## config.mk

```make
export PLATFORM = sky130hd
export DESIGN_NAME = symbol_table_cam_core
export DESIGN_NICKNAME = d
export VERILOG_FILES = /design/src/sct_pkg.sv /design/src/sct_datapath.sv /design/src/sct_ctrl.sv /design/src/symbol_table_cam_core.sv
export SDC_FILE = /design/constraint.sdc
export NUM_CORES = 2
export LEC_CHECK = 0
export BUFFER_PORTS_ARGS = -buffer_cell sky130_fd_sc_hd__buf_4
export CORE_MARGIN = 5
export CORE_UTILIZATION = 35
export DETAILED_ROUTE_END_ITERATION = 12
export PLACE_DENSITY_LB_ADDON = 0.15
export SLEW_MARGIN = 0
export SYNTH_ARGS = -nofsm -noshare
export SYNTH_HDL_FRONTEND = slang
export SYNTH_HIERARCHICAL = 1
export SYNTH_SLANG_ARGS = --single-unit
export TNS_END_PERCENT = 30
```

## constraint.sdc

```tcl
create_clock -name clock -period 21.1 [get_ports clock]
set_input_delay 3.165 -clock clock [delete_from_list [all_inputs] [get_ports clock]]
set_output_delay 3.165 -clock clock [all_outputs]
set_load 0.01 [all_outputs]
```

## src/sct_pkg.sv

```systemverilog
// Shared types, constants and codes for the symbol table.
`default_nettype none

package sct_pkg;

   localparam int ENTRIES_DEF  = 64;
   localparam int NAME_CHARS   = 6;
   localparam int NAME_W       = NAME_CHARS * 8;
   localparam int ADDR_W       = 15;
   localparam int RES_W        = ADDR_W + 1;
   localparam logic [RES_W-1:0] INDEX_OFFSET = RES_W'(32768);

   typedef enum logic {
      CMD_INSERT = 1'b0,
      CMD_LOOKUP = 1'b1
   } cmd_type;

   typedef enum logic [1:0] {
      ST_OK        = 2'd0,
      ST_NOT_FOUND = 2'd1,
      ST_FULL      = 2'd2
   } status_type;

   typedef enum logic [1:0] {
      S_IDLE,
      S_EXEC,
      S_SCAN,
      S_DONE
   } state_type;

   typedef struct packed {
      logic              cmd;
      logic [NAME_W-1:0] symbol_name;
      logic [ADDR_W-1:0] symbol_address;
      logic              indexed;
   } req_type;

   typedef struct packed {
      logic [1:0]       status;
      logic [RES_W-1:0] result_address;
   } rsp_type;

   // Controller to datapath
   typedef struct packed {
      logic       latch_req;
      logic       do_insert;
      logic       rd_en;
      logic       set_res;
      status_type res_status;
      logic       res_found;
      logic       load_rsp;
   } ctl_type;

   // Datapath to controller
   typedef struct packed {
      logic is_insert;
      logic full;
      logic ptr_zero;
      logic match;
   } stat_type;

endpackage

`default_nettype wire

```

## src/sct_datapath.sv

```systemverilog
// Entry memory, scan pointer, compare and result registers of the symbol table.
`default_nettype none

module sct_datapath #(
   parameter int ENTRIES = sct_pkg::ENTRIES_DEF
) (
   input  wire logic              clock,
   input  wire logic              reset,
   input  wire sct_pkg::req_type  req_data,
   input  wire sct_pkg::ctl_type  ctl,
   output sct_pkg::stat_type      stat,
   output sct_pkg::rsp_type       rsp_data
);

   localparam int IDX_W = (ENTRIES > 1) ? $clog2(ENTRIES) : 1;
   localparam int CNT_W = $clog2(ENTRIES + 1);

   logic [sct_pkg::NAME_W-1:0] name_mem [ENTRIES];
   logic [sct_pkg::ADDR_W-1:0] addr_mem [ENTRIES];

   sct_pkg::req_type           req_ff;
   logic [CNT_W-1:0]           count_ff, count_in;
   logic [CNT_W-1:0]           ptr_ff;
   logic [CNT_W-1:0]           ptr_dec;
   logic [sct_pkg::NAME_W-1:0] rd_name_ff;
   logic [sct_pkg::ADDR_W-1:0] rd_addr_ff;
   logic [1:0]                 res_status_ff;
   logic [sct_pkg::RES_W-1:0]  res_addr_ff, res_addr_in;
   sct_pkg::rsp_type           rsp_ff;

   assign ptr_dec  = ptr_ff - CNT_W'(1);
   assign count_in = ctl.do_insert ? count_ff + CNT_W'(1) : count_ff;

   // Widen the hit address and add the index offset on request
   always_comb begin
      res_addr_in = '0;
      if (ctl.res_found) begin
         res_addr_in = sct_pkg::RES_W'(rd_addr_ff) +
                       (req_ff.indexed ? sct_pkg::INDEX_OFFSET : '0);
      end
   end

   always_ff @(posedge clock) begin
      if (reset) begin
         count_ff <= '0;
      end else begin
         count_ff <= count_in;
      end
   end

   always_ff @(posedge clock) begin
      if (ctl.latch_req) begin
         req_ff <= req_data;
         ptr_ff <= count_ff;
      end else if (ctl.rd_en) begin
         ptr_ff <= ptr_dec;
      end
      if (ctl.set_res) begin
         res_status_ff <= ctl.res_status;
         res_addr_ff   <= res_addr_in;
      end
      if (ctl.load_rsp) begin
         rsp_ff.status         <= res_status_ff;
         rsp_ff.result_address <= res_addr_ff;
      end
   end

   // Single-port entry memory, registered read
   always_ff @(posedge clock) begin
      if (ctl.do_insert) begin
         name_mem[count_ff[IDX_W-1:0]] <= req_ff.symbol_name;
         addr_mem[count_ff[IDX_W-1:0]] <= req_ff.symbol_address;
      end else if (ctl.rd_en) begin
         rd_name_ff <= name_mem[ptr_dec[IDX_W-1:0]];
         rd_addr_ff <= addr_mem[ptr_dec[IDX_W-1:0]];
      end
   end

   assign stat.is_insert = (req_ff.cmd == sct_pkg::CMD_INSERT);
   assign stat.full      = (count_ff == CNT_W'(ENTRIES));
   assign stat.ptr_zero  = (ptr_ff == '0);
   assign stat.match     = (rd_name_ff == req_ff.symbol_name);
   assign rsp_data       = rsp_ff;

endmodule

`default_nettype wire

```

## src/sct_ctrl.sv

```systemverilog
// Sequencing state machine and result valid flag of the symbol table.
`default_nettype none

module sct_ctrl (
   input  wire logic              clock,
   input  wire logic              reset,
   input  wire logic              req_valid,
   output logic                   req_stall,
   output logic                   rsp_valid,
   input  wire logic              rsp_stall,
   input  wire sct_pkg::stat_type stat,
   output sct_pkg::ctl_type       ctl
);

   sct_pkg::state_type state_ff, state_in;
   logic               rsp_valid_ff, rsp_valid_in;
   logic               out_free;

   assign out_free = !rsp_valid_ff || !rsp_stall;

   always_ff @(posedge clock) begin
      if (reset) begin
         state_ff     <= sct_pkg::S_IDLE;
         rsp_valid_ff <= 1'b0;
      end else begin
         state_ff     <= state_in;
         rsp_valid_ff <= rsp_valid_in;
      end
   end

   always_comb begin
      state_in       = state_ff;
      ctl            = '0;
      ctl.res_status = sct_pkg::ST_OK;
      req_stall      = 1'b1;
      case (state_ff)
         sct_pkg::S_IDLE: begin
            req_stall = 1'b0;
            if (req_valid) begin
               ctl.latch_req = 1'b1;
               state_in      = sct_pkg::S_EXEC;
            end
         end
         sct_pkg::S_EXEC: begin
            if (stat.is_insert) begin
               ctl.set_res = 1'b1;
               if (stat.full) begin
                  ctl.res_status = sct_pkg::ST_FULL;
               end else begin
                  ctl.do_insert = 1'b1;
               end
               state_in = sct_pkg::S_DONE;
            end else if (stat.ptr_zero) begin
               ctl.set_res    = 1'b1;
               ctl.res_status = sct_pkg::ST_NOT_FOUND;
               state_in       = sct_pkg::S_DONE;
            end else begin
               ctl.rd_en = 1'b1;
               state_in  = sct_pkg::S_SCAN;
            end
         end
         sct_pkg::S_SCAN: begin
            if (stat.match) begin
               ctl.set_res   = 1'b1;
               ctl.res_found = 1'b1;
               state_in      = sct_pkg::S_DONE;
            end else if (stat.ptr_zero) begin
               ctl.set_res    = 1'b1;
               ctl.res_status = sct_pkg::ST_NOT_FOUND;
               state_in       = sct_pkg::S_DONE;
            end else begin
               ctl.rd_en = 1'b1;
            end
         end
         sct_pkg::S_DONE: begin
            if (out_free) begin
               ctl.load_rsp = 1'b1;
               state_in     = sct_pkg::S_IDLE;
            end
         end
         default: begin
            state_in = sct_pkg::S_IDLE;
         end
      endcase
   end

   always_comb begin
      rsp_valid_in = rsp_valid_ff && rsp_stall;
      if (ctl.load_rsp) begin
         rsp_valid_in = 1'b1;
      end
   end

   assign rsp_valid = rsp_valid_ff;

endmodule

`default_nettype wire

```

## src/symbol_table_cam_core.sv

```systemverilog
// Top level of the assembler symbol table: insert and newest-first lookup.
//
//  channel  ports                            direction  beat holds
//  req      req_valid, req_stall, req_data   in         cmd, name, address, indexed
//  rsp      rsp_valid, rsp_stall, rsp_data   out        status, result address
//
//  An insert or an empty-table lookup goes from accept through EXEC to the
//  result register; a lookup that examines k entries newest first (1 up to
//  the entry count) walks them in SCAN, one entry per cycle from the
//  single-port memory. The next beat can be taken in the cycle after the load.
//  Reset clears the entry count and control state only. A stalled result
//  holds in its output register while the next item runs up to its load.
`default_nettype none

module symbol_table_cam_core #(
   parameter int ENTRIES = sct_pkg::ENTRIES_DEF
) (
   input  wire logic             clock,
   input  wire logic             reset,
   input  wire logic             req_valid,
   output logic                  req_stall,
   input  wire sct_pkg::req_type req_data,
   output logic                  rsp_valid,
   input  wire logic             rsp_stall,
   output sct_pkg::rsp_type      rsp_data
);

   sct_pkg::ctl_type  ctl;
   sct_pkg::stat_type stat;

   // Sequencer: accepts a beat, walks the entries, hands the result out
   sct_ctrl u_ctrl (
      .clock     (clock),
      .reset     (reset),
      .req_valid (req_valid),
      .req_stall (req_stall),
      .rsp_valid (rsp_valid),
      .rsp_stall (rsp_stall),
      .stat      (stat),
      .ctl       (ctl)
   );

   // Entry store, compare and result registers
   sct_datapath #(
      .ENTRIES (ENTRIES)
   ) u_datapath (
      .clock    (clock),
      .reset    (reset),
      .req_data (req_data),
      .ctl      (ctl),
      .stat     (stat),
      .rsp_data (rsp_data)
   );

endmodule

`default_nettype wire

```

==> results.cfg <==
[logic_synthesis]
ys_seq_area_frac = 0.790
yosysUniqueCellTypes = 55
synthCells = 6872
netlist_area_sq_um = 160000
synth_nets = 6951
synth-edff-count = 4203
ys.flop_type = edfxtp_1
ys_seq_elements = 4213
syn_area_per_cell_sq_um = 23.3
synthArstFlopShare = 0
synth_warnings = 6

[critical_path]
path_cells = inv_8 > ha_4 > buf_12 > buf_12 > buf_12 > buf_4 > mux4_2 > nand2_1 > a21oi_1 > nor4_1 > a21oi_1
crit_path_top_delay_cell = buf_4
required_ns = 21.80
cp_max_fo = 120
worstSetupPathType = flip-flop to flip-flop
cp-end-kind = flip-flop
cp_data_arrival_time_ns = 6.98
cp-start-kind = flip-flop
max_stage_delay_ns = 0.80
crit_path_frequent_cell = buf_12

[cts]
post_cts_buffers = 0
htreeDepth = 5
cts_max_path_buffers = 4
cts-root-buf = clkbuf_16
cts_num_sinks = 4213
ctsHoldBuffers = 0
clk-insertion-delay-late_ns = 1.01
cts_tree = yes
cts_resized = 0
clk_pin_slew_ns = 0.06
numCtsBuffers = 446

[route]
drc = 0
wl_met1_um = 224000
drtPass1Iterations = 5
met2_length_um = 252000
routed.top_layer = met4
avgViaCountPerCell = 5.73
finalWirelength_um = 520000
drt_iter0_drc = 9779
drtAntennaViolNets = 0
wl_met3_um = 30400
vias = 78500
wire_per_inst_um = 37.9

[global_route]
grt_first_pass_wirelength_um = 706000
antenna_found_initial = 14
grt_usage = 0.217
grt_max_degree = 121
grt-ovfl-total = 0
first_global_vias = 80200

[power]
netSwitchingPower_mw = 8.98
vdd_ir_drop_max_uv = 418
p_clk_frac = 0.278
p_int_mw = 17.9
pwr-share-seq = 0.370
swShare = 0.334
p_leak_nw = 56.6
power_density_nw_per_um2 = 146
share_comb_of_total_power = 0.352

[finish]
area_growth_syn_to_layout_pct = 14.5
layout.cells.non_filler = 13700
drive_above_1_share = 0.282
nets = 7424
fillers = 40100

[timing]
fmax_mhz = 159
max_slew_margin = 0.108
post-route-min-period_ns = 6.28
fin_tns_setup_ns = 0
setup_slack_ns = 14.82
fin_skew_ns = 0.0649
rsz0062_at_grt = false
setup_viol = 0
drv_slew = 0
timing.final.crit_share = 0.298
final-hold-violation-count = 0
worst_pin_slew_ns = 1.34

[floorplan]
dieHeight_um = 686
std_cell_rows = 248
start_util = 0.351
io_pins = 89
dieArea_sq_um = 471000
coreArea_sq_um = 456000
die_w_um = 686

[place]
dp_cells = 12900
io_buffers = 88
place_ws_ns = 14.63
dpl.hpwl_um = 261000
routabilityCongestion = 0.749

[flow_run]
maxCapViolations = 0

[status]
outcome = complete, no violations

[worst_hold_path]
hp-class = flip-flop to flip-flop
[metrics by stage]
stage / hold slack (ns) / power [mW] / area [sq um] / utilization
2_1_floorplan: 0.400 / 16.5 / 160000 / -
3_3_place_gp: 0.411 / 19.6 / 170000 / 0.372
3_5_place_dp: 0.405 / 19.7 / 170000 / 0.372
4_1_cts: 0.427 / 27.2 / 183000 / 0.402
5_1_grt: 0.436 / 27.9 / 183000 / 0.402
6_report: 0.422 / 26.8 / 183000 / 0.402
[synthesized netlist by cell type, types with 3 or more instances]
master / number / area share
nand2_1: 372 / 0.0087
mux4_2: 1107 / 0.16
buf_6: 9 / 0.00063
and3_1: 14 / 0.00055
or3_1: 3 / 0.00012
a21oi_1: 147 / 0.0046
nand3_1: 17 / 0.00053
o2111ai_1: 4 / 0.00022
ha_1: 10 / 0.00078
a32oi_1: 48 / 0.0026
nand4_1: 10 / 0.00039
buf_4: 42 / 0.0020
dfxtp_1: 10 / 0.0013
buf_1: 16 / 0.00038
o22ai_1: 49 / 0.0019
inv_1: 11 / 0.00026
xnor2_1: 6 / 0.00033
buf_2: 134 / 0.0042
and2_1: 19 / 0.00074
nor3b_1: 3 / 0.00014
o21a_1: 3 / 0.00014
edfxtp_1: 4203 / 0.79
nor3_1: 8 / 0.00025
nor4_1: 59 / 0.0023
clkbuf_1: 162 / 0.0038
o21ai_0: 7 / 0.00022
nor2_1: 91 / 0.0021
o221ai_1: 4 / 0.00022
nand2b_1: 4 / 0.00016
mux2i_1: 150 / 0.0094
nor2b_1: 5 / 0.00020
o21ai_1: 45 / 0.0014
a31oi_1: 15 / 0.00059
xor2_1: 55 / 0.0030
mux2_2: 4 / 0.00028
[critical path, delay by kind of cell, from the launching register on]
family | cells | cell delay, ns
buf+inv | 5 | 3.04
compound gates | 2 | 0.15
fa+ha+maj | 1 | 0.72
flops | 1 | 0.47
mux | 1 | 0.42
simple gates | 2 | 0.68
[cell families (layout without fill, tap and decap cells)]
logic type / count (synthesis) / after routing / share of synthesized area
buffers and inverters: 378 / 1211 / 0.0116
other: 0 / 4 / 0
multiplexers: 1261 / 1261 / 0.165
AND/OR/NAND/NOR: 617 / 617 / 0.0168
XOR/XNOR: 62 / 62 / 0.00344
AO/OA/AOI/OAI: 331 / 331 / 0.0124
adder cells (fa/ha/maj): 10 / 10 / 0.000782
flip-flops: 4213 / 4213 / 0.790
[registers in the layout (all words and copies together) (netlist names)]
register,flops
u_ctrl/state_ff,2
u_datapath/req_ff,65
u_datapath/count_ff,7
u_datapath/rd_addr_ff,15
u_datapath/ptr_ff,7
u_datapath/addr_mem,960
u_ctrl/rsp_valid,1
u_datapath/name_mem,3072
u_datapath/res_status_ff,2
u_datapath/res_addr_ff,16
u_datapath/rd_name_ff,48
u_datapath/rsp_data,18
[routing by layer]
layer	global-route usage	vias to the layer above
met1	0.311	44700
met5	0	-
met2	0.356	2978
li1	-	30200
met4	0.0558	0
met3	0.0262	635
[cell usage in the layout (no fill, tap or decap), drive strengths merged, types with 2 or more instances in the layout]
master    count
nor3b         3
nor4         59
o31ai         2
nor3          8
nand3b        2
o21ai        52
mux2i       150
a311oi        2
diode         4
clkinv      208
and3         15
bufinv       19
o2111ai       4
nand2       374
nand2b        4
xor2         56
buf         391
nand4        10
ha           10
clkinvlp      5
xnor2         6
nand3        17
a31oi        15
o221ai        4
o21a          3
nor2b         5
and2         19
or2           2
o22ai        49
or3           4
dfxtp        10
mux2          4
mux4       1107
a21oi       147
edfxtp     4203
nor2         91
clkbuf      558
inv          30
a32oi        48
[power by group through the flow]
stage,clock network (mW),logic (mW),registers (mW)
detailed placement,0,9.58,10.1
CTS,7.63,9.60,9.93
floorplan,0,6.17,10.3
global route,7.98,10.0,9.93
global placement,0,9.55,10.1
finish,7.48,9.44,9.93
[worst paths after layout]
check,slack [ns],endpoint,startpoint,depth (start not counted)
setup / recovery,14.82,u_datapath/rd_addr_ff[9],u_datapath/ptr_ff[0],11
hold / removal,0.42,u_datapath/rsp_data[7],u_datapath/res_addr_ff[7],0
setup reg to reg,14.82,u_datapath/rd_addr_ff[9],u_datapath/ptr_ff[0],11
hold reg to reg,0.42,u_datapath/rsp_data[7],u_datapath/res_addr_ff[7],0
[final cells by class]
class	count	area [sq um]	share of cell area
flip-flops and latches	4213	126000	0.689
multi-input cells	2281	32500	0.177
clock buffers	558	11700	0.0640
well taps	6000	7510	0.0409
repair buffers	391	3240	0.0176
clock inverters	250	1950	0.0106
inverters	12	52.6	0.000287
diodes	4	10.0	0.0000546
No activity file was read; power rests on OpenSTA's default activity.
